==> src/rtl/pbag_pkg.sv <==
// Shared types, constants and helpers of the palette block-average glyph block.
package pbag_pkg;

  // Storage sizes.
  localparam int PALETTE_ENTRIES   = 256;
  localparam int PAL_AW            = 8;
  localparam int MAX_BLOCK_COLUMNS = 128;
  localparam int COL_W             = 7;
  localparam int MAX_IMAGE_WIDTH   = 4096;

  // Field and counter widths.
  localparam int IW_W    = 13;
  localparam int BW_W    = 7;
  localparam int BH_W    = 8;
  localparam int CP_W    = 12;
  localparam int CIB_W   = 6;
  localparam int RIB_W   = 7;
  localparam int NCOLS_W = 8;
  localparam int AREA_W  = 14;
  localparam int SUM_W   = 21;
  localparam int GREY_W  = 8;
  localparam int CFG_W   = 13;
  localparam int CFG_AW  = 2;
  localparam int GLYPH_W = 7;
  localparam int LEVEL_W = 3;

  // Register limits and reset values.
  localparam int BW_MAX       = 64;
  localparam int BH_MAX       = 128;
  localparam int IW_RESET     = 640;
  localparam int BW_RESET     = 9;
  localparam int BH_RESET     = 18;
  localparam int NCOLS_RESET  = (IW_RESET / BW_RESET > MAX_BLOCK_COLUMNS) ?
                                MAX_BLOCK_COLUMNS : IW_RESET / BW_RESET;
  localparam int NCOLS_BW_RESET = NCOLS_RESET * BW_RESET;
  localparam int AREA_RESET     = BW_RESET * BH_RESET;

  // Queue between the front and back parts.
  localparam int FIFO_DEPTH = 4;
  localparam int FIFO_AW    = 2;
  localparam int FIFO_CW    = 3;

  // Glyph characters, darkest first.
  localparam logic [GLYPH_W-1:0] CH_SPACE = 7'h20;
  localparam logic [GLYPH_W-1:0] CH_DOT   = 7'h2E;
  localparam logic [GLYPH_W-1:0] CH_DASH  = 7'h2D;
  localparam logic [GLYPH_W-1:0] CH_PLUS  = 7'h2B;
  localparam logic [GLYPH_W-1:0] CH_STAR  = 7'h2A;
  localparam logic [GLYPH_W-1:0] CH_AMP   = 7'h26;
  localparam logic [GLYPH_W-1:0] CH_PCT   = 7'h25;
  localparam logic [GLYPH_W-1:0] CH_HASH  = 7'h23;

  // Configuration register indexes.
  typedef enum logic [CFG_AW-1:0] {
    REG_IMAGE_WIDTH  = 2'd0,
    REG_BLOCK_WIDTH  = 2'd1,
    REG_BLOCK_HEIGHT = 2'd2,
    REG_INVERT_MODE  = 2'd3
  } cfg_idx_e;

  // Setup sequencer states.
  typedef enum logic [2:0] {
    SET_IDLE,
    SET_LOAD,
    SET_DIV,
    SET_CAP,
    SET_MUL
  } set_state_e;

  // Back part states.
  typedef enum logic [1:0] {
    BK_IDLE,
    BK_DIV,
    BK_WRITE
  } bk_state_e;

  // Settled configuration as seen by the datapath.
  typedef struct packed {
    logic                busy;
    logic [IW_W-1:0]     iw;
    logic [BW_W-1:0]     bw;
    logic [BH_W-1:0]     bh;
    logic [NCOLS_W-1:0]  ncols;
    logic [AREA_W-1:0]   ncols_bw;
    logic [AREA_W-1:0]   area;
    logic                invert;
  } cfg_t;

  // One finished block sum waiting for division.
  typedef struct packed {
    logic [SUM_W-1:0] sum;
    logic             eor;
  } blk_entry_t;

  // Map a brightness bucket to its glyph.
  function automatic logic [GLYPH_W-1:0] glyph_of(input logic [LEVEL_W-1:0] lvl);
    logic [GLYPH_W-1:0] g;
    case (lvl)
      3'd0:    g = CH_SPACE;
      3'd1:    g = CH_DOT;
      3'd2:    g = CH_DASH;
      3'd3:    g = CH_PLUS;
      3'd4:    g = CH_STAR;
      3'd5:    g = CH_AMP;
      3'd6:    g = CH_PCT;
      default: g = CH_HASH;
    endcase
    return g;
  endfunction

endpackage

==> src/rtl/pbag_fifo.sv <==
// Short queue of completed block sums between the front and back parts.
module pbag_fifo
  import pbag_pkg::*;
(
  input  logic               clk_i,
  input  logic               rst_ni,
  input  logic               push_i,
  input  blk_entry_t         data_i,
  input  logic               pop_i,
  output blk_entry_t         data_o,
  output logic               empty_o,
  output logic [FIFO_CW-1:0] count_o
);

  blk_entry_t         slot_q [FIFO_DEPTH];
  logic [FIFO_AW-1:0] wr_ptr_q, rd_ptr_q;
  logic [FIFO_CW-1:0] count_q;
  logic               do_push, do_pop;

  assign do_push = push_i && (count_q != FIFO_CW'(FIFO_DEPTH));
  assign do_pop  = pop_i && (count_q != '0);

  // Pointers and fill count.
  always_ff @(posedge clk_i or negedge rst_ni) begin
    if (!rst_ni) begin
      wr_ptr_q <= '0;
      rd_ptr_q <= '0;
      count_q  <= '0;
    end else begin
      if (do_push) begin
        wr_ptr_q <= wr_ptr_q + FIFO_AW'(1);
      end
      if (do_pop) begin
        rd_ptr_q <= rd_ptr_q + FIFO_AW'(1);
      end
      count_q <= count_q + FIFO_CW'(do_push) - FIFO_CW'(do_pop);
    end
  end

  // Entry storage.
  always_ff @(posedge clk_i) begin
    if (do_push) begin
      slot_q[wr_ptr_q] <= data_i;
    end
  end

  assign data_o  = slot_q[rd_ptr_q];
  assign empty_o = (count_q == '0);
  assign count_o = count_q;

endmodule

==> config.mk <==
export PLATFORM = sky130hd
export DESIGN_NAME = pbag_fifo
export DESIGN_NICKNAME = d
export VERILOG_FILES = /design/src/rtl/pbag_pkg.sv /design/src/rtl/pbag_fifo.sv
export SDC_FILE = /design/constraint.sdc
export NUM_CORES = 1
export LEC_CHECK = 0
export BUFFER_PORTS_ARGS = -buffer_cell sky130_fd_sc_hd__buf_2
export CORE_MARGIN = 1.5
export CORE_UTILIZATION = 56
export CTS_BUF_LIST = sky130_fd_sc_hd__clkbuf_16
export DETAILED_ROUTE_END_ITERATION = 7
export PLACE_DENSITY = 0.78
export SLEW_MARGIN = 10
export SYNTH_ARGS = -nofsm -noshare
export SYNTH_HDL_FRONTEND = slang
export SYNTH_SLANG_ARGS = --single-unit
==> constraint.sdc <==
create_clock -name clk_i -period 2.5 [get_ports clk_i]
set_input_delay 0.5 -clock clk_i [delete_from_list [all_inputs] [get_ports clk_i]]
set_output_delay 0.5 -clock clk_i [all_outputs]
set_load 0.1 [all_outputs]
==> key figures <==
Run status
  – Status: finished clean

STA
  – Setup WS post-layout: 0.114 ns
  – RSZ-0062 raised after global routing: no
  – Fmax: 419 MHz
  – Slew HR: 24.0%
  – Slew @ Worst Pin: 1.14 ns
  – Endpoints failing setup: 0
  – Crit share post-route: 95.4%
  – Setup TNS: 0 ns
  – WHS: 0.380 ns
  – Clock tree skew after final layout: 0.00456 ns
  – Pins Over Slew Limit: 0
  – Post-layout min period: 2.39 ns
  – Final hold violation count: 0

Global routing
  – Initial antenna violation count: 1
  – First-pass GRT wire length: 9.76 mm
  – GRT Overall Usage: 19.2%
  – Vias in the first global route: 1890
  – Total grt overflow: 0
  – Largest net degree at the start of global routing: 23

Worst hold path
  – Hold crit path type: input pin to flop
  – Worst Hold Endpoint: slot_q[1][4]$_DFFE_PP_
  – Hold wc startpoint: data_i[4]
  – Hold path cells: 1

Yosys
  – Synth Register Bits: 95
  – Post-synthesis async set-or-reset flop share: 7.37%
  – Ys Warns: 0
  – Synth top area share: 71.9%
  – Xor/xnor share of the synthesized area: 0.953%
  – Post-synthesis compound-gate area fraction: 0.851%
  – Netlist cell types: 20
  – Main synth FF type: edfxtp_1
  – Post-Synth Simple-Gate Area: 2.82%
  – Post-synthesis mux area share: 13.9%
  – Most frequent cell after synthesis: edfxtp_1
  – Cell count after synthesis: 156
  – Post-Synth Adder-Cell Area: 2.59%
  – Largest family of logic cells by synthesized area: multiplexers
  – Sequential share of the synthesized area: 76.6%
  – Syn nets: 189
  – Yosys top cell by area: edfxtp_1
  – Netlist Area Pre-Place: 0.00368 sq mm
  – Top post-synthesis cells by count: 88 x edfxtp_1, 18 x mux4_2, 7 x dfrtp_1
  – EDFF count, synth: 88
  – Ranking of synthesized cells by area: edfxtp_1 72%, mux4_2 11%, dfrtp_1 4.8%
  – Syn Area/Cell: 23.6 sq um

Setup path
  – Crit Path Class: flop to output port
  – CP Launch Type: flop
  – R2R depth: 9
  – Worst r2r dst: count_o[2]$_DFF_PN0_
  – CP required: 2.00 ns
  – Worst reg2reg setup slack: 0.24 ns
  – Worst path slowest cell: mux4_1
  – CP Max Fanout: 15
  – CP Capture Type: output port
  – Crit path cell chain: buf_4, mux4_1, buf_2
  – Critical Path Max Stage Delay: 0.58 ns
  – Beginning of the worst register-to-register path: count_o[1]$_DFF_PN0_
  – Critical path arrival: 1.89 ns
  – Family with the most delay on the worst path: buffers and inverters
  – WP buf/inv: 2

Clock tree
  – Root Driver: clkbuf_16
  – Worst-skew pair later-pin latency: 0.33 ns
  – Max Root-Sink Buffers: 2
  – H-tree levels: 3
  – TritonCTS sink count: 95
  – TritonCTS Buffers: 9
  – # Post-CTS Setup Buffers: 0
  – CTS tree: done
  – Clk pin slew, worst setup/hold paths: 0.06 ns

Finish
  – Nets: 250
  – Fill count: 392
  – Final Non-Filler Cells: 298
  – Syn-to-layout area delta: 16.2%
  – # diodes: 0
  – Share of cells above drive strength 1: 40.7%

Drt
  – Total wire length: 6.17 mm
  – DR vias: 1720
  – Drt pass-1 iters: 4
  – DRT iter0 DRCs: 99
  – Wirelength per Cell: 20.7 um
  – Routed Antenna Nets: 0
  – # DRC: 0
  – Avg Vias per Cell: 5.77

Placement
  – Gpl congestion: 0.789
  – Placed instance count: 282
  – Post-place setup slack: 0.203 ns
  – Hpwl dp: 3.94 mm
  – # port buffers: 51

Die
  – Num rows: 29
  – Die ar.: 0.00706 sq mm
  – Die Y-Extent: 84.0 um
  – Core area: 0.00635 sq mm
  – # IOs: 52
  – Die Wd: 84.0 um
  – Initial Util: 57.9%

Flow run
  – MaxCap Viol Count: 0
[how the worst max path moves through the flow]
stage	depth (start not counted)	from	end	slack, ns
after floorplan	9	count_o[2]$_DFF_PN0_	count_o[2]$_DFF_PN0_	0.05
after global placement	9	count_o[1]$_DFF_PN0_	count_o[2]$_DFF_PN0_	0.38
after detailed placement	9	count_o[1]$_DFF_PN0_	count_o[2]$_DFF_PN0_	0.20
after CTS	3	rd_ptr_q[0]$_DFFE_PN0P_	data_o[1]	0.1
after global routing	3	rd_ptr_q[0]$_DFFE_PN0P_	data_o[2]	0.03
final	3	rd_ptr_q[0]$_DFFE_PN0P_	data_o[1]	0.11
[metal layers]
metal  share of wire, %  global-route usage [%]  vias up
met5               0.26                       0        -
met4                2.5                    9.99        2
met3                4.5                    4.85       14
met2                 54                    32.4       53
met1                 39                    22.9      881
li1                   -                       -      770
[what timing repair did]
action / 4_1_cts / 5_1_grt
hold buffers: 1 / 0
endpoints found under the setup margin: 0 / 1
gates resized for setup: 0 / 1
endpoints found under the hold margin: 7 / 0
[per-stage QoR]
stage | instance area [sq um] | utilization (%)
floorplan | 3690 | -
global placement | 4000 | 63.0
detailed placement | 4000 | 63.0
CTS | 4270 | 67.2
global route | 4270 | 67.3
finish | 4270 | 67.3
[flip-flops by register name, indices dropped and copies added (netlist names)]
signal	count
slot_q	88
wr_ptr_q	2
count_o	3
rd_ptr_q	2
[logic make-up after synthesis]
group,count (synthesis)
flip-flops,95
multiplexers,22
AND/OR/NAND/NOR,13
buffers and inverters,11
adder cells (fa/ha/maj),7
AO/OA/AOI/OAI,4
XOR/XNOR,4
[area by class of cell]
| type | count | area (sq um) | share of cell area, % |
|---|---|---|---|
| flip-flops and latches | 95 | 2820 | 66.1 |
| well taps | 77 | 96.3 | 2.26 |
| multi-input cells | 50 | 786 | 18.4 |
| clock buffers | 9 | 225 | 5.27 |
| inverters | 6 | 22.5 | 0.527 |
| clock inverters | 6 | 32.5 | 0.762 |
| repair buffers | 55 | 288 | 6.74 |
[cell usage in the layout (no fill, tap or decap), types with 2 or more instances in the layout]
master     count
o211ai_1       2
ha_1           6
buf_2         51
dfrtp_1        4
dfrtp_2        3
nand4bb_1      2
mux4_1         4
xnor2_1        4
buf_4          3
and3b_1        4
mux4_2        18
edfxtp_1      88
inv_1          9
nand2b_1       4
clkbuf_16      9
Power is not shown: default switching activity piles up to over one toggle a cycle in this logic, so the estimate is an artifact.
