`config.mk`:
```
export PLATFORM = sky130hd
export DESIGN_NAME = pbag_back
export DESIGN_NICKNAME = d
export VERILOG_FILES = /design/src/rtl/pbag_pkg.sv /design/src/rtl/pbag_back.sv
export SDC_FILE = /design/constraint.sdc
export NUM_CORES = 1
export LEC_CHECK = 0
export BUFFER_PORTS_ARGS = -buffer_cell sky130_fd_sc_hd__buf_2
export CORE_MARGIN = 3
export CORE_UTILIZATION = 50
export CTS_BUF_LIST = sky130_fd_sc_hd__clkbuf_2 sky130_fd_sc_hd__clkbuf_4 sky130_fd_sc_hd__clkbuf_8
export DETAILED_ROUTE_END_ITERATION = 16
export GPL_TIMING_DRIVEN = 0
export PLACE_DENSITY = 0.75
export SLEW_MARGIN = 20
export SYNTH_ARGS = -nofsm -noshare
export SYNTH_HDL_FRONTEND = slang
export SYNTH_SLANG_ARGS = --single-unit
```
`constraint.sdc`:
```
create_clock -name clk_i -period 4.8 [get_ports clk_i]
set_input_delay 0.96 -clock clk_i [delete_from_list [all_inputs] [get_ports clk_i]]
set_output_delay 0.96 -clock clk_i [all_outputs]
set_load 0.02 [all_outputs]
```
`src/rtl/pbag_pkg.sv`:
```
// Shared types, constants and helpers of the palette block-average glyph block.
package pbag_pkg;

  // Storage sizes.
  localparam int PALETTE_ENTRIES   = 256;
  localparam int PAL_AW            = 8;
  localparam int MAX_BLOCK_COLUMNS = 128;
  localparam int COL_W             = 7;
  localparam int MAX_IMAGE_WIDTH   = 4096;

  // Field and counter widths.
  localparam int IW_W    = 13;
  localparam int BW_W    = 7;
  localparam int BH_W    = 8;
  localparam int CP_W    = 12;
  localparam int CIB_W   = 6;
  localparam int RIB_W   = 7;
  localparam int NCOLS_W = 8;
  localparam int AREA_W  = 14;
  localparam int SUM_W   = 21;
  localparam int GREY_W  = 8;
  localparam int CFG_W   = 13;
  localparam int CFG_AW  = 2;
  localparam int GLYPH_W = 7;
  localparam int LEVEL_W = 3;

  // Register limits and reset values.
  localparam int BW_MAX       = 64;
  localparam int BH_MAX       = 128;
  localparam int IW_RESET     = 640;
  localparam int BW_RESET     = 9;
  localparam int BH_RESET     = 18;
  localparam int NCOLS_RESET  = (IW_RESET / BW_RESET > MAX_BLOCK_COLUMNS) ?
                                MAX_BLOCK_COLUMNS : IW_RESET / BW_RESET;
  localparam int NCOLS_BW_RESET = NCOLS_RESET * BW_RESET;
  localparam int AREA_RESET     = BW_RESET * BH_RESET;

  // Queue between the front and back parts.
  localparam int FIFO_DEPTH = 4;
  localparam int FIFO_AW    = 2;
  localparam int FIFO_CW    = 3;

  // Glyph characters, darkest first.
  localparam logic [GLYPH_W-1:0] CH_SPACE = 7'h20;
  localparam logic [GLYPH_W-1:0] CH_DOT   = 7'h2E;
  localparam logic [GLYPH_W-1:0] CH_DASH  = 7'h2D;
  localparam logic [GLYPH_W-1:0] CH_PLUS  = 7'h2B;
  localparam logic [GLYPH_W-1:0] CH_STAR  = 7'h2A;
  localparam logic [GLYPH_W-1:0] CH_AMP   = 7'h26;
  localparam logic [GLYPH_W-1:0] CH_PCT   = 7'h25;
  localparam logic [GLYPH_W-1:0] CH_HASH  = 7'h23;

  // Configuration register indexes.
  typedef enum logic [CFG_AW-1:0] {
    REG_IMAGE_WIDTH  = 2'd0,
    REG_BLOCK_WIDTH  = 2'd1,
    REG_BLOCK_HEIGHT = 2'd2,
    REG_INVERT_MODE  = 2'd3
  } cfg_idx_e;

  // Setup sequencer states.
  typedef enum logic [2:0] {
    SET_IDLE,
    SET_LOAD,
    SET_DIV,
    SET_CAP,
    SET_MUL
  } set_state_e;

  // Back part states.
  typedef enum logic [1:0] {
    BK_IDLE,
    BK_DIV,
    BK_WRITE
  } bk_state_e;

  // Settled configuration as seen by the datapath.
  typedef struct packed {
    logic                busy;
    logic [IW_W-1:0]     iw;
    logic [BW_W-1:0]     bw;
    logic [BH_W-1:0]     bh;
    logic [NCOLS_W-1:0]  ncols;
    logic [AREA_W-1:0]   ncols_bw;
    logic [AREA_W-1:0]   area;
    logic                invert;
  } cfg_t;

  // One finished block sum waiting for division.
  typedef struct packed {
    logic [SUM_W-1:0] sum;
    logic             eor;
  } blk_entry_t;

  // Map a brightness bucket to its glyph.
  function automatic logic [GLYPH_W-1:0] glyph_of(input logic [LEVEL_W-1:0] lvl);
    logic [GLYPH_W-1:0] g;
    case (lvl)
      3'd0:    g = CH_SPACE;
      3'd1:    g = CH_DOT;
      3'd2:    g = CH_DASH;
      3'd3:    g = CH_PLUS;
      3'd4:    g = CH_STAR;
      3'd5:    g = CH_AMP;
      3'd6:    g = CH_PCT;
      default: g = CH_HASH;
    endcase
    return g;
  endfunction

endpackage

```
`src/rtl/pbag_back.sv`:
```
// Back part: divides each block sum by the block area and forms the glyph item.
module pbag_back
  import pbag_pkg::*;
(
  input  logic                clk_i,
  input  logic                rst_ni,
  input  blk_entry_t          fifo_data_i,
  input  logic                fifo_empty_i,
  output logic                fifo_pop_o,
  input  cfg_t                cfg_i,
  input  logic                pop,
  output logic                empty,
  output logic [GLYPH_W-1:0]  glyph_o,
  output logic [LEVEL_W-1:0]  level_o,
  output logic                end_of_row_o
);

  bk_state_e            state_q, state_d;
  logic [SUM_W-1:0]     rem_q;
  logic [SUM_W-1:0]     dsh_q;
  logic [7:0]           quo_q;
  logic [2:0]           cnt_q;
  logic                 eor_q;
  logic                 sat;
  logic                 step_ge;
  logic                 out_load;
  logic                 out_valid_q;
  logic [7:0]           value;
  logic [GLYPH_W-1:0]   glyph_q;
  logic [LEVEL_W-1:0]   level_q;
  logic                 out_eor_q;

  // Averages of 256 or more saturate without dividing.
  assign sat     = {1'b0, fifo_data_i.sum} >= {cfg_i.area, 8'b0};
  assign step_ge = rem_q >= dsh_q;

  // Next state.
  always_comb begin
    state_d = state_q;
    case (state_q)
      BK_IDLE: begin
        if (!fifo_empty_i) begin
          state_d = sat ? BK_WRITE : BK_DIV;
        end
      end
      BK_DIV: begin
        if (cnt_q == 3'd0) begin
          state_d = BK_WRITE;
        end
      end
      BK_WRITE: begin
        if (!out_valid_q || pop) begin
          state_d = BK_IDLE;
        end
      end
      default: state_d = BK_IDLE;
    endcase
  end

  // Outputs of the sequencer.
  always_comb begin
    fifo_pop_o = 1'b0;
    out_load   = 1'b0;
    case (state_q)
      BK_IDLE:  fifo_pop_o = !fifo_empty_i;
      BK_WRITE: out_load   = !out_valid_q || pop;
      default: ;
    endcase
  end

  always_ff @(posedge clk_i or negedge rst_ni) begin
    if (!rst_ni) begin
      state_q <= BK_IDLE;
    end else begin
      state_q <= state_d;
    end
  end

  // Restoring divider, one quotient bit per cycle.
  always_ff @(posedge clk_i) begin
    case (state_q)
      BK_IDLE: begin
        rem_q <= fifo_data_i.sum;
        dsh_q <= {cfg_i.area, 7'b0};
        quo_q <= sat ? 8'hFF : 8'h00;
        cnt_q <= 3'd7;
        eor_q <= fifo_data_i.eor;
      end
      BK_DIV: begin
        if (step_ge) begin
          rem_q <= rem_q - dsh_q;
        end
        dsh_q <= {1'b0, dsh_q[SUM_W-1:1]};
        quo_q <= {quo_q[6:0], step_ge};
        cnt_q <= cnt_q - 3'd1;
      end
      default: ;
    endcase
  end

  // Optional inversion and bucket.
  assign value = cfg_i.invert ? 8'd255 - quo_q : quo_q;

  // Output register.
  always_ff @(posedge clk_i or negedge rst_ni) begin
    if (!rst_ni) begin
      out_valid_q <= 1'b0;
    end else if (out_load) begin
      out_valid_q <= 1'b1;
    end else if (pop) begin
      out_valid_q <= 1'b0;
    end
  end

  always_ff @(posedge clk_i) begin
    if (out_load) begin
      level_q   <= value[7:5];
      glyph_q   <= glyph_of(value[7:5]);
      out_eor_q <= eor_q;
    end
  end

  assign empty        = !out_valid_q;
  assign glyph_o      = glyph_q;
  assign level_o      = level_q;
  assign end_of_row_o = out_eor_q;

endmodule

```
==> results of run 1 <==
==> worst max-delay path: cells and delay by family, from the launching register on <==
| kind | cells | cell delay, ns |
|---|---|---|
| adders and majority gates | 1 | 0.29 |
| AOI/OAI and AO/OA | 5 | 1.60 |
| buffers and inverters | 1 | 0.09 |
| DFF | 1 | 0.42 |
| and+or+nand+nor | 1 | 0.16 |
==> sequential cells by signal, indices dropped and copies added, names as in the netlist <==
name,flops
out_valid_q,1
rem_q,21
end_of_row_o,1
cnt_q,3
eor_q,1
glyph_o,4
level_o,3
quo_q,8
state_q,2
dsh_q,21
==> cells in the mapped netlist (2+ instances only) <==
cell type,n
edfxtp_1,62
a31oi_2,2
a21boi_1,3
a21o_1,10
nor2b_1,8
o211a_1,2
o2111ai_1,3
a31oi_1,3
nand2_1,56
nand2b_1,7
nor2_1,19
ha_1,36
nand4_1,5
o211ai_1,3
nor3_1,8
or4_1,3
dfrtp_1,3
a211oi_1,2
inv_1,45
a21oi_1,23
a221o_1,2
and3_1,3
o21a_1,17
o21ai_0,23
xnor2_1,5
o31ai_1,5
buf_4,6
o21ai_1,12
xor2_1,11
nand3_1,11
clkbuf_1,11
conb_1,2
==> cell families (layout without fill, tap and decap cells) <==
logic type      Yosys count  after routing  synth area share [%]
simple gates            129            129                  14.3
compound gates          121            121                  19.0
flops                    65             65                  45.5
buf+inv                  64            129                  6.38
fa+ha+maj                38             38                  11.3
xor+xnor                 16             16                  3.29
other cells               2              3                 0.177
==> power groups by stage <==
stage,clock [mW],sequential (mW),combinational (mW)
6_report,0.537,1.16,2.35
5_1_grt,0.569,1.18,2.64
3_3_place_gp,0,1.16,2.24
2_1_floorplan,0,1.14,1.82
3_5_place_dp,0,1.17,2.32
4_1_cts,0.545,1.16,2.34
==> cell type report <==
type,instances,area (um2)
multi-input cells,307,2060
plain buffers,19,103
clock inverters,7,103
fillers,772,3390
inverters,45,169
flip-flops and latches,65,1940
repair buffers,49,245
clock buffers,9,124
well taps,105,131
==> metal layers <==
layer  part of all wire (%)  wire length, um
met5                      0                0
met4                    1.4              127
met3                    5.3              497
met2                     49             4590
met1                     44             4170
==> per-stage QoR <==
step                area (um2)  util (%)  worst slack, ns
floorplan                 4260         -             1.72
global placement          4630      56.1            0.911
CTS                       4870      59.0             1.87
detailed placement        4640      56.2             1.58
finish                    4870      59.0             1.86
global route              4870      59.0             1.59
==> worst max-delay path by stage <==
stage | startpoint | end | slack (ns) | cells past startpoint
floorplan | dsh_q[1]$_SDFFCE_PN0P_ | rem_q[0]$_DFFE_PP_ | 1.72 | 8
global placement | dsh_q[1]$_SDFFCE_PN0P_ | rem_q[9]$_DFFE_PP_ | 0.91 | 8
detailed placement | fifo_data_i[9] | quo_q[0]$_DFFE_PP_ | 1.58 | 9
CTS | dsh_q[1]$_SDFFCE_PN0P_ | rem_q[12]$_DFFE_PP_ | 1.87 | 8
global route | dsh_q[1]$_SDFFCE_PN0P_ | rem_q[5]$_DFFE_PP_ | 1.59 | 8
finish | dsh_q[1]$_SDFFCE_PN0P_ | rem_q[5]$_DFFE_PP_ | 1.86 | 8
==> results.md, run 1 <==
Status:
- The run finished with clean final reports.

Clocking:
- The clock latency on the worst-skew pair is ~0.35 ns.
- TritonCTS built the clock tree.
- Post-CTS timing repair inserted 0 buffers for setup.
- The number of sinks handled by clock tree synthesis is 65.
- No sink is reached through more buffers than the 2 on the longest clock path.
- The cell at the root of the clock tree is clkbuf_8.
- The number of buffers created by CTS is 9.
- The hold-fix buffer count after cts is 0.
- The number of gates given a new drive strength after cts is 0.
- The number of levels the H-tree was split into is 3.
- After clock tree synthesis, the clock-pin slew on the worst setup and hold paths is approximately 0.080 ns.

STA:
- Setup repair after global routing left no endpoint under its margin.
- After layout, the worst path uses between 60% and 70% of the clock period.
- Hold timing on the final database bottoms out at a slack of 0.387 ns.
- The maximum clock skew at final layout is between 0.007 and 0.008 ns.
- The final-report setup violation count is 0.
- The highest clock rate is 340 MHz.
- Headroom to the max-slew limit came out at 49.0%.
- The final hold violation count came to 0.
- Counting I/O delays and the setup requirement, the final critical path takes 2.94 ns.
- The max-slew violation total from the final report is 0.
- At the pin with the least slew margin, the transition time is 0.759 ns.
- The aggregate negative setup slack is 0 ns.

Placement:
- The number of placed instances, taps included, is 590.
- Port buffering added slightly below 50 buffers.
- The routability congestion estimate is ~1.
- The HPWL after detailed placement is 7160 um.

Logic synthesis:
- In this run the cell area of the synthesized design comes to roughly 4300 um2.
- Among all flip-flop cells after synthesis, the most frequent one is edfxtp_1.
- The cell count after synthesis came out at ~440.
- Dividing the synthesized area by the synthesized cell count gives 9.78 um2.
- The area fraction of the dominant cell type after synthesis is 43.8%.
- Yosys attributes the largest share of cell area to edfxtp_1 44%, ha_1 11%, nand2_1 4.9%.
- Sequential elements use 45.5% of the synthesized area.
- In this run, synthesis inferred 62 flip-flops with an integrated enable.
- The number of different library cells in the post-synthesis netlist is 56.
- The share of flip-flops with an asynchronous set or reset after synthesis is 4.62%.
- Of all cell types, the one taking the most synthesized area is edfxtp_1.
- During synthesis, Yosys emitted a total of 0 warnings.
- The flop and latch count out of synthesis is between 60 and 70.

Layout:
- The final cell count without fillers is a little over 600.
- The library cell used most frequently in the layout, excluding fill and tap cells, is edfxtp_1.
- The area growth from synthesis to layout is 14.5%.
- The number of antenna diodes in the final layout is 0.
- The layout cell share with drive strength beyond 1 is 17.0%.
- In the layout the commonest cells are 62 x edfxtp_1, 56 x nand2_1, 50 x buf_2, 44 x inv_1, 36 x ha_1.
- The number of nets in the layout is 625.

Floorplanning:
- Pin placement for this block handled 105 I/O pins.
- The die is 98.2 um tall.
- Row generation in the floorplan step produced 33 rows.
- The area of the core is 8260 um2.
- The die footprint is between 9000 and 10000 um2.
- The initial cell density of the core is around half.
- The floorplan die width is 98.2 um.

Drt:
- After detailed routing, the total wire length is 9390 um.
- The final routed DRC violation total is 0.
- The remaining antenna violation count is 0.
- The pre-antenna-repair detailed-routing pass consisted of 5 iterations.
- After the first detailed-routing iteration, the DRC count stood at 205.
- Using the TritonRoute via totals, the vias-per-cell ratio works out to 5.58.
- The total number of vias is 3384.
- The per-cell routed wire length is 15.5 um.

Critical path:
- Walking the worst path, the cells encountered are inv_1 -> ha_1 -> nor2b_1 -> o2111ai_1 -> a21oi_1 -> o31ai_2 -> o211a_1 -> a21oi_4.
- The required time at the endpoint of the critical path is around 4.8 ns.
- The worst setup path is of the flop to flop kind.
- The worst setup slack for register-to-register paths is 1.86 ns.
- The worst setup path is captured at a flop.
- Counting cells, the worst reg-to-reg path comes to 8.
- The highest fanout seen on the critical path is 21.
- The sort of element at the start of the critical path is a flop.
- The cell at the slowest stage of the critical path is a21oi_4.
- At the worst endpoint, the arrival time is 2.92 ns.
- In this run the critical register-to-register path is captured at rem_q[5]$_DFFE_PP_.
- The maximum single-stage delay on the critical path is 0.62 ns.
- The startpoint of the worst register-to-register path is dsh_q[1]$_SDFFCE_PN0P_.

Power and ir drop:
- The clock network accounts for 13.3% of the total power.
- The worst vdd rail ir drop is 0.000332 V.
- The completed layout was analyzed and its total power is 4.04 mW.
- The leakage power of the design is 2.12 nW.
- The power density over cell area is 830 nW/um2.
- Combinational logic is responsible for 58.1% of the overall power.
- In this run the power spent charging and discharging nets is 1.75 mW.
- Registers are responsible for 28.6% of the overall power.
- Net switching is 43.3% of the power.
- The internal portion of the total power is 2.29 mW.

Global routing:
- The number of global-route vias before repair came to 3352.
- The met3 track demand over resource in global routing is 4.79%.
- For this run, global-route usage on met1 was measured as 25.4%.
- The number of antenna violations at the first check in global routing was 0.
- For this run, global-route usage on met2 was measured as 34.6%.
- The global-route wire length before repair is about 15000 um.
- The global routing stage identified its most utilized layer as met2.
- The global routing usage summed across all routing layers is approximately a fifth.
- The overall overflow remaining after global route is 0.
- Entering global routing, the biggest net connects 34 pins.

Run:
- The count of maximum capacitance violations is 0.

Worst hold path:
- The class of the tightest hold or removal check is input pin to async pin.
(Power assumes the default switching activity.)
==> run 2, diff against run 1 <==
Clock period 4.8 ns to 3.08 ns, I/O delays scaled along.
==> results.md, run 2 (same netlist as run 1, synthesis figures left out) <==
Layout:
- The largest registers in the layout are dsh_q (21), rem_q (21), quo_q (8).
- The number of nets in the layout is 626.
- The library cell used most frequently in the layout, excluding fill and tap cells, is edfxtp_1.
- The number of inserted diodes is 0.
- Leaving out fill and tap cells, the most frequent cells in the layout are 62 x edfxtp_1, 56 x nand2_1, 50 x buf_2, 44 x inv_1, 36 x ha_1.
- The area growth from synthesis to layout is 13.6%.
- In the final layout, the share of cells above drive strength 1 is between 10% and 20%.
- Cells fill 58.5% of the core in the end.

Floorplanning:
- The number of top-level pins is 105.
- The area of the core is 8260 um2.
- The floorplan die width is just under 100 um.
- The number of standard-cell rows in the floorplan is 33.
- The initial utilization of the core area, before any placement, comes to between 50% and 60%.
- The die covers 9650 um2.
- The height of the die is 98.2 um.

Clocking:
- The number of sinks handled by clock tree synthesis is 65.
- After clock tree synthesis, the clock-pin slew on the worst setup and hold paths is 0.08 ns.
- The cell at the root of the clock tree is clkbuf_8.
- The number of buffers on the longest clock path is 2.
- The number of gates given a new drive strength after cts is 0.
- The clock latency on the worst-skew pair is 0.35 ns.
- The TritonCTS clock tree is yes.
- The H-tree was split into 3 levels.
- The number of buffers created by CTS is 9.
- The hold-fix buffer count after cts is 0.
- The buffers inserted during post-CTS setup optimization is 0.

Drt:
- Once detail routing completed, the nets flagged for antenna violations numbered 0.
- Dividing the detail-routed wire length by the instance count gives 15.8 um.
- In this run, the number of DRC markers left after iteration 0 of detailed routing was 209.
- For this block, the routed nets add up to 9610 um of wire.
- The final routed DRC violation total is 0.
- The total number of vias is roughly 3400.
- In the routed layout, each cell is associated on average with a via count of 5.59.
- The number of detailed-route iterations in the first pass is 4.

Placement:
- Before CTS, the worst setup slack after placement is 0.178 ns.
- The congestion estimate from routability-driven global placement came to 0.959.
- The number of port buffers is ~50.
- Detailed placement finished with a half-perimeter wire length of 7140 um.

Critical path:
- STA classifies the critical path endpoint as a flop.
- The data arrival time at the worst-slack endpoint is 2.84 ns.
- The critical path in this run is classified as flop to flop.
- In this design, the stage delay of the slowest critical-path cell is 0.49 ns.
- The critical path goes through inv_1 -> ha_1 -> nor2b_1 -> o2111ai_1 -> a21oi_1 -> o31ai_2 -> o211a_1 -> a21oi_4.
- The cell at the slowest stage of the critical path is o31ai_2.
- The highest fanout seen on the critical path is 11.
- The sort of element at the start of the critical path is a flop.
- For the worst setup path, the data required time is 3.15 ns.

STA:
- The final-report setup violation count is 0.
- Derived from the worst setup path, the maximum achievable clock frequency is 361 MHz.
- The post-route fraction of the period consumed by the critical path is 90.0%.
- The final hold violation count was 0.
- The final worst slack is 0.309 ns.
- Setup repair after global routing left no endpoint under its margin.
- The max-slew violation total from the final report is 0.
- The clock period minus final worst setup slack is 2.77 ns.
- The worst slew margin relative to its limit is 49.8%.
- The maximum clock skew at final layout is 0.0108 ns.
- The pin slew with the least headroom to its limit is between 0.7 and 0.8 ns.

Worst hold path:
- The tightest min-delay check is of the input pin to async pin type.

Global routing:
- The number of global-route vias before repair is approximately 3300.
- The first global-routing pass estimated approximately 16000 um of wire.
- After global routing the overflow that remains totals 0.
- Global routing used 20.4% of the available tracks across all layers.
- The number of antenna violations at the first check in global routing is 0.
- The largest net degree at the start of global routing is 34.

Status:
- The run finished with clean final reports.

Power and ir drop:
- The leakage power of the design is between 2 and 2.5 nW.
- The worst-case IR drop observed on VDD is 0.000420 V.
- Dividing total power by cell area gives a power density of 1270 nW/um2.

Run:
- Across the run, the number of max-cap violations was 0.
run 2: cell count changes in the layout (fill, tap and decap cells not counted), sizes merged:
cell | previous run | this run
a21oi | 23 | 24
bufinv | 2 | 0
clkinv | 2 | 3
clkinvlp | 1 | 4
inv | 47 | 45
run 2: metal layers:
metal | wire length (um) | track usage (%) | vias to the layer above
met5 | 0 | 0 | -
met1 | 4140 | 26.1 | 1599
met3 | 610 | 3.57 | 12
li1 | - | - | 1687
met4 | 121 | 8.30 | 0
met2 | 4740 | 34.2 | 94
run 2: report_power, final:
part           leakage [nW]  switching (mW)  internal, mW
clock network        0.0749           0.363         0.288
logic                  1.33            2.23          1.47
registers             0.684           0.160          1.65
total                  2.09            2.76          3.40
run 2: layout make-up:
| class | instances | area, um2 |
|---|---|---|
| fill | 772 | 3430 |
| multi-input combinational | 308 | 2080 |
| sequential | 65 | 1940 |
| timing repair buffer | 49 | 245 |
| inverter | 45 | 169 |
| tap | 105 | 131 |
| clock buffer | 9 | 124 |
| buffer | 19 | 103 |
| clock inverter | 7 | 47.5 |
run 2: path summary, 6_finish.rpt:
kind | from | cells after the start | endpoint | slack [ns]
min | rst_ni | 1 | out_valid_q$_DFFE_PN0P_ | 0.05
max in group asynchronous | rst_ni | 1 | state_q[1]$_DFFE_PN0P_ | 2.93
max | dsh_q[1]$_SDFFCE_PN0P_ | 8 | rem_q[5]$_DFFE_PP_ | 0.31
min in group clk_i | eor_q$_DFFE_PP_ | 0 | end_of_row_o$_DFFE_PP_ | 0.43
max reg2reg | dsh_q[1]$_SDFFCE_PN0P_ | 8 | rem_q[5]$_DFFE_PP_ | 0.31
min reg2reg | eor_q$_DFFE_PP_ | 0 | end_of_row_o$_DFFE_PP_ | 0.43
run 2: stage by stage:
stage	hold slack [ns]	instance area, um2	total power [mW]	TNS, ns	std cells
final	0.0454	4830	6.16	0	607
after global routing	0.0324	4830	6.74	0	607
after CTS	0.0302	4820	6.10	0	606
after detailed placement	0.411	4640	5.43	0	590
after global placement	0.406	4640	5.31	-1.93	590
after floorplan	0.320	4260	4.62	0	436
run 2: worst max-delay path, delay by kind of cell, from the launching register on:
family	cells	cell delay, ns
AOI/OAI and AO/OA	5	1.56
buffers and inverters	1	0.10
adders and majority gates	1	0.24
DFF	1	0.44
and+or+nand+nor	1	0.15
