### src/rtl/pbag_pkg.sv
// Shared types, constants and helpers of the palette block-average glyph block.
package pbag_pkg;

  // Storage sizes.
  localparam int PALETTE_ENTRIES   = 256;
  localparam int PAL_AW            = 8;
  localparam int MAX_BLOCK_COLUMNS = 128;
  localparam int COL_W             = 7;
  localparam int MAX_IMAGE_WIDTH   = 4096;

  // Field and counter widths.
  localparam int IW_W    = 13;
  localparam int BW_W    = 7;
  localparam int BH_W    = 8;
  localparam int CP_W    = 12;
  localparam int CIB_W   = 6;
  localparam int RIB_W   = 7;
  localparam int NCOLS_W = 8;
  localparam int AREA_W  = 14;
  localparam int SUM_W   = 21;
  localparam int GREY_W  = 8;
  localparam int CFG_W   = 13;
  localparam int CFG_AW  = 2;
  localparam int GLYPH_W = 7;
  localparam int LEVEL_W = 3;

  // Register limits and reset values.
  localparam int BW_MAX       = 64;
  localparam int BH_MAX       = 128;
  localparam int IW_RESET     = 640;
  localparam int BW_RESET     = 9;
  localparam int BH_RESET     = 18;
  localparam int NCOLS_RESET  = (IW_RESET / BW_RESET > MAX_BLOCK_COLUMNS) ?
                                MAX_BLOCK_COLUMNS : IW_RESET / BW_RESET;
  localparam int NCOLS_BW_RESET = NCOLS_RESET * BW_RESET;
  localparam int AREA_RESET     = BW_RESET * BH_RESET;

  // Queue between the front and back parts.
  localparam int FIFO_DEPTH = 4;
  localparam int FIFO_AW    = 2;
  localparam int FIFO_CW    = 3;

  // Glyph characters, darkest first.
  localparam logic [GLYPH_W-1:0] CH_SPACE = 7'h20;
  localparam logic [GLYPH_W-1:0] CH_DOT   = 7'h2E;
  localparam logic [GLYPH_W-1:0] CH_DASH  = 7'h2D;
  localparam logic [GLYPH_W-1:0] CH_PLUS  = 7'h2B;
  localparam logic [GLYPH_W-1:0] CH_STAR  = 7'h2A;
  localparam logic [GLYPH_W-1:0] CH_AMP   = 7'h26;
  localparam logic [GLYPH_W-1:0] CH_PCT   = 7'h25;
  localparam logic [GLYPH_W-1:0] CH_HASH  = 7'h23;

  // Configuration register indexes.
  typedef enum logic [CFG_AW-1:0] {
    REG_IMAGE_WIDTH  = 2'd0,
    REG_BLOCK_WIDTH  = 2'd1,
    REG_BLOCK_HEIGHT = 2'd2,
    REG_INVERT_MODE  = 2'd3
  } cfg_idx_e;

  // Setup sequencer states.
  typedef enum logic [2:0] {
    SET_IDLE,
    SET_LOAD,
    SET_DIV,
    SET_CAP,
    SET_MUL
  } set_state_e;

  // Back part states.
  typedef enum logic [1:0] {
    BK_IDLE,
    BK_DIV,
    BK_WRITE
  } bk_state_e;

  // Settled configuration as seen by the datapath.
  typedef struct packed {
    logic                busy;
    logic [IW_W-1:0]     iw;
    logic [BW_W-1:0]     bw;
    logic [BH_W-1:0]     bh;
    logic [NCOLS_W-1:0]  ncols;
    logic [AREA_W-1:0]   ncols_bw;
    logic [AREA_W-1:0]   area;
    logic                invert;
  } cfg_t;

  // One finished block sum waiting for division.
  typedef struct packed {
    logic [SUM_W-1:0] sum;
    logic             eor;
  } blk_entry_t;

  // Map a brightness bucket to its glyph.
  function automatic logic [GLYPH_W-1:0] glyph_of(input logic [LEVEL_W-1:0] lvl);
    logic [GLYPH_W-1:0] g;
    case (lvl)
      3'd0:    g = CH_SPACE;
      3'd1:    g = CH_DOT;
      3'd2:    g = CH_DASH;
      3'd3:    g = CH_PLUS;
      3'd4:    g = CH_STAR;
      3'd5:    g = CH_AMP;
      3'd6:    g = CH_PCT;
      default: g = CH_HASH;
    endcase
    return g;
  endfunction

endpackage

### src/rtl/pbag_setup.sv
// Configuration registers and the derived block counts, worked out after each write.
module pbag_setup
  import pbag_pkg::*;
(
  input  logic              clk_i,
  input  logic              rst_ni,
  input  logic              cfg_we_i,
  input  logic [CFG_AW-1:0] cfg_index_i,
  input  logic [CFG_W-1:0]  cfg_data_i,
  output cfg_t              cfg_o
);

  logic [IW_W-1:0]    iw_q;
  logic [BW_W-1:0]    bw_q;
  logic [BH_W-1:0]    bh_q;
  logic               inv_q;
  logic [IW_W-1:0]    iw_c;
  logic [BW_W-1:0]    bw_c;
  logic [BH_W-1:0]    bh_c;
  set_state_e         state_q, state_d;
  logic [IW_W-1:0]    dvd_q;
  logic [IW_W-1:0]    quo_q;
  logic [BW_W-1:0]    rem_q;
  logic [3:0]         cnt_q;
  logic [BW_W:0]      trial;
  logic               ge;
  logic [NCOLS_W-1:0] ncols_q;
  logic [AREA_W-1:0]  ncols_bw_q;
  logic [AREA_W-1:0]  area_q;
  logic               busy;

  // Raw register writes.
  always_ff @(posedge clk_i or negedge rst_ni) begin
    if (!rst_ni) begin
      iw_q  <= IW_W'(IW_RESET);
      bw_q  <= BW_W'(BW_RESET);
      bh_q  <= BH_W'(BH_RESET);
      inv_q <= 1'b0;
    end else if (cfg_we_i) begin
      case (cfg_idx_e'(cfg_index_i))
        REG_IMAGE_WIDTH:  iw_q  <= cfg_data_i[IW_W-1:0];
        REG_BLOCK_WIDTH:  bw_q  <= cfg_data_i[BW_W-1:0];
        REG_BLOCK_HEIGHT: bh_q  <= cfg_data_i[BH_W-1:0];
        REG_INVERT_MODE:  inv_q <= cfg_data_i[0];
        default: ;
      endcase
    end
  end

  // Saturate the sizes to their legal ranges; zero counts as one.
  always_comb begin
    if (iw_q == '0) begin
      iw_c = IW_W'(1);
    end else if (iw_q > IW_W'(MAX_IMAGE_WIDTH)) begin
      iw_c = IW_W'(MAX_IMAGE_WIDTH);
    end else begin
      iw_c = iw_q;
    end
    if (bw_q == '0) begin
      bw_c = BW_W'(1);
    end else if (bw_q > BW_W'(BW_MAX)) begin
      bw_c = BW_W'(BW_MAX);
    end else begin
      bw_c = bw_q;
    end
    if (bh_q == '0) begin
      bh_c = BH_W'(1);
    end else if (bh_q > BH_W'(BH_MAX)) begin
      bh_c = BH_W'(BH_MAX);
    end else begin
      bh_c = bh_q;
    end
  end

  // One restoring division step: image width over block width.
  assign trial = {rem_q, dvd_q[IW_W-1]};
  assign ge    = trial >= {1'b0, bw_c};

  // Next state of the setup sequencer; any write restarts it.
  always_comb begin
    state_d = state_q;
    if (cfg_we_i) begin
      state_d = SET_LOAD;
    end else begin
      case (state_q)
        SET_IDLE: state_d = SET_IDLE;
        SET_LOAD: state_d = SET_DIV;
        SET_DIV:  state_d = (cnt_q == 4'd0) ? SET_CAP : SET_DIV;
        SET_CAP:  state_d = SET_MUL;
        SET_MUL:  state_d = SET_IDLE;
        default:  state_d = SET_IDLE;
      endcase
    end
  end

  // Outputs of the sequencer.
  always_comb begin
    busy = cfg_we_i || (state_q != SET_IDLE);
  end

  always_ff @(posedge clk_i or negedge rst_ni) begin
    if (!rst_ni) begin
      state_q <= SET_IDLE;
    end else begin
      state_q <= state_d;
    end
  end

  // Divider and derived-count registers.
  always_ff @(posedge clk_i or negedge rst_ni) begin
    if (!rst_ni) begin
      dvd_q      <= '0;
      quo_q      <= '0;
      rem_q      <= '0;
      cnt_q      <= '0;
      ncols_q    <= NCOLS_W'(NCOLS_RESET);
      ncols_bw_q <= AREA_W'(NCOLS_BW_RESET);
      area_q     <= AREA_W'(AREA_RESET);
    end else begin
      case (state_q)
        SET_LOAD: begin
          dvd_q <= iw_c;
          quo_q <= '0;
          rem_q <= '0;
          cnt_q <= 4'(IW_W - 1);
        end
        SET_DIV: begin
          dvd_q <= {dvd_q[IW_W-2:0], 1'b0};
          quo_q <= {quo_q[IW_W-2:0], ge};
          rem_q <= ge ? BW_W'(trial - {1'b0, bw_c}) : trial[BW_W-1:0];
          cnt_q <= cnt_q - 4'd1;
        end
        SET_CAP: begin
          ncols_q <= (quo_q > IW_W'(MAX_BLOCK_COLUMNS)) ? NCOLS_W'(MAX_BLOCK_COLUMNS)
                                                          : quo_q[NCOLS_W-1:0];
        end
        SET_MUL: begin
          ncols_bw_q <= AREA_W'(ncols_q) * AREA_W'(bw_c);
          area_q     <= AREA_W'(bw_c) * AREA_W'(bh_c);
        end
        default: ;
      endcase
    end
  end

  assign cfg_o.busy     = busy;
  assign cfg_o.iw       = iw_c;
  assign cfg_o.bw       = bw_c;
  assign cfg_o.bh       = bh_c;
  assign cfg_o.ncols    = ncols_q;
  assign cfg_o.ncols_bw = ncols_bw_q;
  assign cfg_o.area     = area_q;
  assign cfg_o.invert   = inv_q;

endmodule

### config.mk
export PLATFORM = sky130hd
export DESIGN_NAME = pbag_setup
export DESIGN_NICKNAME = d
export VERILOG_FILES = /design/src/rtl/pbag_pkg.sv /design/src/rtl/pbag_setup.sv
export SDC_FILE = /design/constraint.sdc
export NUM_CORES = 1
export LEC_CHECK = 0
export BUFFER_PORTS_ARGS = -buffer_cell sky130_fd_sc_hd__buf_2
export CORE_MARGIN = 2
export CORE_UTILIZATION = 50
export DETAILED_ROUTE_END_ITERATION = 10
export PLACE_DENSITY = 0.7
export SLEW_MARGIN = 20
export SYNTH_ARGS = -nofsm -noshare
export SYNTH_HDL_FRONTEND = slang
export SYNTH_SLANG_ARGS = --single-unit
### constraint.sdc
create_clock -name clk_i -period 9.35 [get_ports clk_i]
set_input_delay 0.935 -clock clk_i [delete_from_list [all_inputs] [get_ports clk_i]]
set_output_delay 0.935 -clock clk_i [all_outputs]
set_load 0.005 [all_outputs]
==> flow_summary.ini, run 1 <==
[cts]
clk_pin_slew_ns = 0.09
hold_buffers = 0
clock-sinks = 105
h-tree-depth = 3
numCtsBuffers = 9
clock_latency_ns = 0.36
cts_tree = done
cts_setup_buffers = 0
clockBufferDepth = 2
cts_resized = 0
cts_root_buf = clkbuf_16

[synth]
synth_seq_area_share_pct = 33.4
async_flop_share_pct = 100
syn_nets = 934
synth.cell_area_mm2 = 0.00795
ys.flop_type = dfrtp_1
avgSynthCellArea_um2 = 10.1
synth_edf_count = 0
yosysUniqueCellTypes = 60
synth-seq-cells = 105
synth_top_area_cell = dfrtp_1
netlist.area_leader.share_pct = 26.4
ys_warn_count = 0
synth_area_leaders = dfrtp_1 26%, fa_1 14%, ha_1 11%
synthCells = 788

[grt]
antenna_found_initial = 0
grt_usage_pct = 21.6
grt_pass1_wl_um = 28800
grt_max_degree = 71
grt_pass1_vias = 5856
gr-total-overflow = 0

[drt]
vias = 5822
routed_via_density = 5.41
drtAntennaViolNets = 0
drt_iter0_markers = 418
wl_per_cell_um = 15.8
drc = 0
first_pass_iters = 7
drt-total-wl_um = 17000

[sta]
worstMarginPinSlew_ns = 1.07
fin_crit_ns = 5.51
skew_ns = 0.0137
drv_slew = 0
fin_crit_sh_pct = 59.0
maxSlewHeadroom_pct = 28.5
hold_viol_final = 0
fmax_ghz = 0.181
timing.hold.ws_ns = 0.474
setup_tns_ns = 0
setup_viol = 0
rsz0062_at_grt = false

[floorplan]
die-width_um = 130
die_area_mm2 = 0.0169
io_pins = 84
row_count = 46
start_util_pct = 50.6
core_area_mm2 = 0.0157
die_h_um = 130

[power_and_ir_drop]
peakVddDrop_mv = 0.0993
p_leak_nw = 4.60
p_per_area_mw_per_mm2 = 189

[critical_path]
crit_slowest_cell = nor2b_1
cp.arrival_ns = 5.74
cp_cell_sequence = nor2b_1 -> inv_1 -> nor2_1 -> fa_1 -> fa_1 -> fa_1 -> fa_1 -> ha_1 -> o21ai_0 -> nor2b_1 -> a211oi_1 -> a31oi_1 -> xor2_1 -> o21ai_1
cp_max_fo = 18
critical_path_class = flip-flop to flip-flop
path_buf_inv = 1
end_kind = flip-flop
reg2regPathDepth = 14
r2r-start = bw_q[6]
required_ns = 9.57
reg2reg_to = area_q[11]
regToRegSetupSlack_ns = 3.84
crit_family = adder cells
worst_path_largest_cell_delay_ns = 0.83
critPathMostFrequentCell = fa_1
crit_path_start_kind = flip-flop

[final_layout]
nFillCells = 1369
nets = 1001
regArea_mm2 = 0.00265
syn2layout_area_growth_pct = 11.4
drive_above_1_share_pct = 20.3
utilization_pct = 56.3
multi_input_area_mm2 = 0.00485
antenna_cells = 0

[worst_hold_path]
whs_path_depth = 2
hp-start = area_q[9]
min_to = area_q[9]
hold_path.class = flip-flop to flip-flop

[place]
io_buffers = 83
place_hpwl_um = 12800
gp_congestion = 0.912

[run]
max_cap_viol_count = 0

[status]
status = finished, final reports clean
==> cells in the mapped netlist (2+ instances only) <==
master    count
buf_4         2
o31ai_1       4
a222oi_1      9
mux2i_1       2
fa_1         57
nand2b_1      8
clkbuf_1     22
a22o_1       23
o21ai_1      14
inv_2         3
dfstp_2      21
or3_1         2
nand3b_1      2
xnor2_1      16
a21oi_4       2
inv_1        83
nor2_1       54
o21a_1        5
a21o_1        8
o21ai_0      29
nor2b_1      18
nand3_1       3
or2_2         2
a21oi_1      14
o21bai_1      4
a31oi_1       5
nor3_1        7
and2_1       36
nor4_1        8
ha_1         71
mux2_2       35
xor2_1       11
a211oi_1      9
o211ai_1      2
dfrtp_1      84
nand2_1      84
buf_2         6
==> logic make-up (layout without fill, tap and decap cells) <==
kind of cell    count (synthesis)  after routing  synth area share (%)
buf+inv                       116            188                  5.67
simple gates                  235            235                  14.6
flops                         105            105                  33.4
mux                            37             37                  5.21
xor+xnor                       27             27                  2.97
fa+ha+maj                     128            128                  25.5
compound gates                140            140                  12.7
==> where the power goes <==
group	leakage, nW	switching (mW)	internal, mW
registers	1.30	0.0727	0.545
logic	3.14	0.374	0.285
clock network	0.153	0.203	0.194
==> tightest hold or removal path, stage by stage (launching register included) <==
cell and delay (ns):
dfrtp_1 0.34, nand2_1 0.04, o21ai_0 0.06
==> through the flow <==
step / total power [mW] / area (um^2) / cells / worst slack [ns]
floorplan: 1.09 / 7950 / 788 / 4.42
global placement: 1.28 / 8530 / 1060 / 3.95
finish: 1.67 / 8850 / 1076 / 3.84
CTS: 1.69 / 8850 / 1076 / 3.85
global route: 1.82 / 8850 / 1076 / 3.46
detailed placement: 1.29 / 8530 / 1060 / 3.90
==> per-layer routing <==
layer / track usage, % / wire length, um / vias up
met4: 5.50 / 229 / 0
met5: 0 / 0 / -
met2: 35.0 / 8050 / 143
met1: 29.9 / 7750 / 2876
li1: - / - / 2785
met3: 4.39 / 950 / 18
==> registers in the layout, indices dropped and copies added, names as in the netlist <==
signal	count
inv_q	1
area_q	14
ncols_q	8
bw_q	7
dvd_q	13
ncols_bw_q	14
state_q	3
bh_q	8
rem_q	7
quo_q	13
cnt_q	4
iw_q	13
==> how the worst max path moves through the flow <==
stage                                 to     from  cells past startpoint  slack (ns)
final                         area_q[11]  bw_q[6]                     14        3.84
after global routing          area_q[11]  bw_q[6]                     14        3.46
after CTS                     area_q[11]  bw_q[6]                     14        3.85
after detailed placement      area_q[11]  bw_q[6]                     14        3.90
after global placement        area_q[11]  bw_q[6]                     14        3.95
after floorplan           ncols_bw_q[11]  bw_q[6]                     20        4.42
==> layout make-up <==
type	count	share of cell area, %
Clock buffer	9	2.54
Timing Repair Buffer	86	4.97
Multi-Input combinational cell	567	54.7
Tap cell	216	3.05
Clock inverter	7	1.06
Inverter	86	3.65
Sequential cell	105	30.0
==> cells in the final DEF (no fill, tap or decap), types with 23 or more instances in the layout <==
master   instances
nand2_1         84
dfrtp_1         84
inv_1           83
buf_2           82
ha_1            71
fa_1            57
nor2_1          53
and2_1          36
mux2_2          35
o21ai_0         29
a22o_1          23
Note: power is estimated with default switching activity, not from simulation.
==> inputs of run 2 (changes only) <==
==> constraint.sdc (replaced) <==
create_clock -name clk_i -period 5.6 [get_ports clk_i]
set_input_delay 0.56 -clock clk_i [delete_from_list [all_inputs] [get_ports clk_i]]
set_output_delay 0.56 -clock clk_i [all_outputs]
set_load 0.005 [all_outputs]
==> run 2 against run 1 <==
  * Clock skew down 0.0035 ns
  * Sequential share of layout area down 0.16 points
  * Die area unchanged
  * First-iteration DRC count down 10%
==> flow_summary.ini, run 2 (same netlist as run 1, synthesis figures left out) <==
[status]
status = finished, final reports clean

[floorplan]
row_count = 46
die_h_um = 130
core_area_mm2 = 0.0157
die-width_um = 130
die_area_mm2 = 0.0169
io_pins = 84
start_util_pct = 50.6

[sta]
worstMarginPinSlew_ns = 1.07
maxSlewHeadroom_pct = 29.0
fin_crit_sh_pct = 90.9
setup_tns_ns = 0
fmax_ghz = 0.197
setup_viol = 0
drv_slew = 0
hold_viol_final = 0
fin_crit_ns = 5.09
skew_ns = 0.0102
rsz0062_at_grt = false

[critical_path]
end_kind = flip-flop
critical_path_class = flip-flop to flip-flop
regToRegSetupSlack_ns = 0.51
cp_max_fo = 6
reg2regPathDepth = 19
cp.arrival_ns = 5.32
required_ns = 5.83
crit_path_start_kind = flip-flop

[cts]
cts_root_buf = clkbuf_16
clock-sinks = 105
clockBufferDepth = 2
cts_tree = done
cts_resized = 0
clock_latency_ns = 0.37
hold_buffers = 0
numCtsBuffers = 9
cts_setup_buffers = 0
clk_pin_slew_ns = 0.09
h-tree-depth = 3

[final_layout]
syn2layout_area_growth_pct = 12.0
layout_common_cells = 84 x nand2_1, 84 x dfrtp_1, 83 x inv_1
regArea_mm2 = 0.00265
drive_above_1_share_pct = 21.0
final_area_mm2 = 0.00890
multi_input_area_mm2 = 0.00485
fin_cells = 1083
antenna_cells = 0
utilization_pct = 56.6
nFillCells = 1399
nets = 1008
reg.largest.list = area_q (14), ncols_bw_q (14)

[grt]
grt_usage_pct = 22.4
grt_pass1_vias = 5811
gr-total-overflow = 0
grt_max_degree = 57
antenna_found_initial = 0
grt_pass1_wl_um = 29600

[drt]
drt-total-wl_um = 17800
drt_iter0_markers = 376
first_pass_iters = 6
drc = 0
routed_via_density = 5.43
wl_per_cell_um = 16.4
vias = 5876
drtAntennaViolNets = 0

[power_and_ir_drop]
p_per_area_mw_per_mm2 = 318
p_leak_nw = 4.63
peakVddDrop_mv = 0.188

[place]
place_area_mm2 = 0.00859
place_hpwl_um = 13400
gp_congestion = 0.972
io_buffers = 83
dp.cells = 1067

[worst_hold_path]
hold_path.class = primary input to asynchronous set/reset pin

[run]
max_cap_viol_count = 0
## run 2: critical path, cell delays in order, from the launching register on
cell and delay [ns]:
dfrtp_1 0.40, nor4_1 0.27, a21oi_1 0.12, or2_2 0.34, inv_1 0.11, nand2_1 0.09
fa_1 0.52, fa_1 0.55, inv_1 0.05, fa_1 0.53, inv_1 0.05, fa_1 0.53
inv_1 0.04, ha_1 0.23, nor3_1 0.28, o211ai_1 0.18, a41o_1 0.27, a21oi_1 0.16
xor2_1 0.15, o21ai_1 0.07
## run 2: path summary, 6_finish.rpt
check                               start             to
setup / recovery                  bh_q[6]     area_q[12]
hold / removal                     rst_ni  ncols_bw_q[7]
setup reg to reg                  bh_q[6]     area_q[12]
hold reg to reg                area_q[10]     area_q[10]
max in group asynchronous          rst_ni        bw_q[2]
min in group clk_i         cfg_data_i[11]       iw_q[11]
## run 2: report_power, final
group | switching (mW) | internal [mW]
Combinational | 0.640 | 0.491
Sequential | 0.121 | 0.911
Clock | 0.345 | 0.326
Total | 1.11 | 1.73
## run 2: metal layers
metal	vias up	share of wire [%]	global-route usage (%)
met2	159	47	35.5
met3	25	5.3	4.76
met1	2877	46	31.5
met5	-	0	0
met4	0	1.7	6.20
li1	2815	-	-
## run 2: final cells by class
class                      instances  area share (%)
inverter                          86            3.63
clock inverter                     7           0.998
tap                              216            3.04
clock buffer                       9            2.53
sequential                       105            29.8
timing repair buffer              93            5.54
multi-input combinational        567            54.5
## run 2: metrics by stage
stage	hold WS, ns	power, mW	setup WS, ns
global placement	0.457	2.16	0.666
CTS	0.252	2.86	0.501
floorplan	0.264	1.82	0.667
detailed placement	0.466	2.17	0.549
global route	0.276	3.06	0.127
finish	0.216	2.83	0.512
==> inputs of run 3 (changes only) <==
--- a/config.mk
+++ b/config.mk
@@ -7,9 +7,9 @@
 export LEC_CHECK = 0
 export BUFFER_PORTS_ARGS = -buffer_cell sky130_fd_sc_hd__buf_2
 export CORE_MARGIN = 2
-export CORE_UTILIZATION = 50
+export CORE_UTILIZATION = 40
+export CTS_CLUSTER_DIAMETER = 80
 export DETAILED_ROUTE_END_ITERATION = 10
-export PLACE_DENSITY = 0.7
 export SLEW_MARGIN = 20
 export SYNTH_ARGS = -nofsm -noshare
 export SYNTH_HDL_FRONTEND = slang
==> run 3 against run 2 <==
  * Sequential power is essentially flat
  * Hold slack worse by 0.013 ns
  * Global-route usage shrank 4.7 points
==> flow_summary.ini, run 3 (same netlist as run 1, synthesis figures left out) <==
[cts]
hold_buffers = 0
clock-sinks = 105
cts_root_buf = clkbuf_16
cts_setup_buffers = 0
numCtsBuffers = 9
cts_tree = done
h-tree-depth = 3
clk_pin_slew_ns = 0.08
clockBufferDepth = 2
clock_latency_ns = 0.37
cts_resized = 0

[grt]
grt_pass1_vias = 5922
antenna_found_initial = 1
grt_pass1_wl_um = 30400
gr-total-overflow = 0
grt_max_degree = 63
grt_usage_pct = 17.7

[final_layout]
nFillCells = 1862
layout_common_cells = 84 x nand2_1, 84 x dfrtp_1, 83 x inv_1
nets = 1010
regArea_mm2 = 0.00265
syn2layout_area_growth_pct = 13.0
multi_input_area_mm2 = 0.00485
antenna_cells = 0
final_area_mm2 = 0.00898
reg.largest.list = area_q (14), ncols_bw_q (14)
drive_above_1_share_pct = 21.2

[critical_path]
critical_path_class = flip-flop to flip-flop
crit_path_start_kind = flip-flop
cp.arrival_ns = 5.28
cp_max_fo = 6
r2r-start = bh_q[6]
reg2reg_to = area_q[12]
required_ns = 5.84
regToRegSetupSlack_ns = 0.56
end_kind = flip-flop
reg2regPathDepth = 19

[drt]
drtAntennaViolNets = 0
vias = 5888
drc = 0
first_pass_iters = 4
drt_iter0_markers = 317
routed_via_density = 5.19
wl_per_cell_um = 15.8
drt-total-wl_um = 17900

[sta]
drv_slew = 0
fmax_ghz = 0.198
fin_crit_ns = 5.04
timing.hold.ws_ns = 0.203
rsz0062_at_grt = false
maxSlewHeadroom_pct = 34.5
worstMarginPinSlew_ns = 0.979
setup_viol = 0
fin_crit_sh_pct = 90.0
setup_tns_ns = 0
hold_viol_final = 0
skew_ns = 0.0114

[floorplan]
die_h_um = 145
start_util_pct = 40.8
row_count = 51
die_area_mm2 = 0.0210
io_pins = 84
core_area_mm2 = 0.0195
die-width_um = 145

[run]
max_cap_viol_count = 0

[power_and_ir_drop]
total_power_mw = 2.82
peakVddDrop_mv = 0.166
p_per_area_mw_per_mm2 = 314
p_leak_nw = 4.64

[place]
gp_congestion = 0.818
place_area_mm2 = 0.00866
place_hpwl_um = 13700
io_buffers = 83

[status]
status = finished, final reports clean

[worst_hold_path]
hold_path.class = primary input to asynchronous set/reset pin
## run 3: cell count changes in the layout (fill, tap and decap cells not counted), sizes merged
cell / previous run / this run
inv: 91 / 88
clkinv: 2 / 5
buf: 93 / 95
## run 3: power breakdown
part / switching [mW] / internal [mW] / total (mW)
logic: 0.648 / 0.492 / 1.14
registers: 0.112 / 0.911 / 1.02
clock network: 0.337 / 0.321 / 0.659
total: 1.10 / 1.72 / 2.82
## run 3: routing by layer
metal	vias to the layer above	GRT usage [%]	wire length, um
met3	20	2.92	672
met4	2	5.69	266
met1	2928	24.5	8470
li1	2810	-	-
met2	128	28.5	8500
met5	-	0	13
## run 3: worst max-delay path by stage
| stage | start | slack, ns | end | depth (start not counted) |
|---|---|---|---|---|
| 2_1_floorplan | bw_q[6] | 0.67 | ncols_bw_q[11] | 20 |
| 3_3_place_gp | bh_q[6] | 0.64 | area_q[12] | 19 |
| 3_5_place_dp | bh_q[6] | 0.56 | area_q[12] | 19 |
| 4_1_cts | bh_q[6] | 0.55 | area_q[12] | 19 |
| 5_1_grt | bh_q[6] | 0.25 | area_q[11] | 18 |
| 6_report | bh_q[6] | 0.56 | area_q[12] | 19 |
## run 3: worst max-delay path, cell delays in order (launching register included)
cell and delay [ns]:
dfrtp_1 0.40, nor4_1 0.25, a21oi_1 0.13, or2_2 0.35, inv_1 0.11, nand2_1 0.09
fa_1 0.52, fa_1 0.55, inv_1 0.05, fa_1 0.53, inv_1 0.05, fa_1 0.53
inv_1 0.04, ha_1 0.23, nor3_1 0.24, o211ai_1 0.17, a41o_1 0.27, a21oi_1 0.17
xor2_1 0.15, o21ai_1 0.07
## run 3: layout make-up
| type | count | share of cell area, % |
|---|---|---|
| Multi-Input combinational cell | 567 | 54.0 |
| Sequential cell | 105 | 29.6 |
| Timing Repair Buffer | 95 | 5.66 |
| Tap cell | 265 | 3.69 |
| Inverter | 86 | 3.59 |
| Clock buffer | 9 | 2.51 |
| Clock inverter | 7 | 1.02 |
## run 3: through the flow
stage | instances | util [%] | setup WS, ns
detailed placement | 1118 | 44.5 | 0.565
floorplan | 788 | - | 0.667
global placement | 1118 | 44.5 | 0.637
global route | 1134 | 46.1 | 0.253
finish | 1134 | 46.1 | 0.559
CTS | 1134 | 46.1 | 0.554
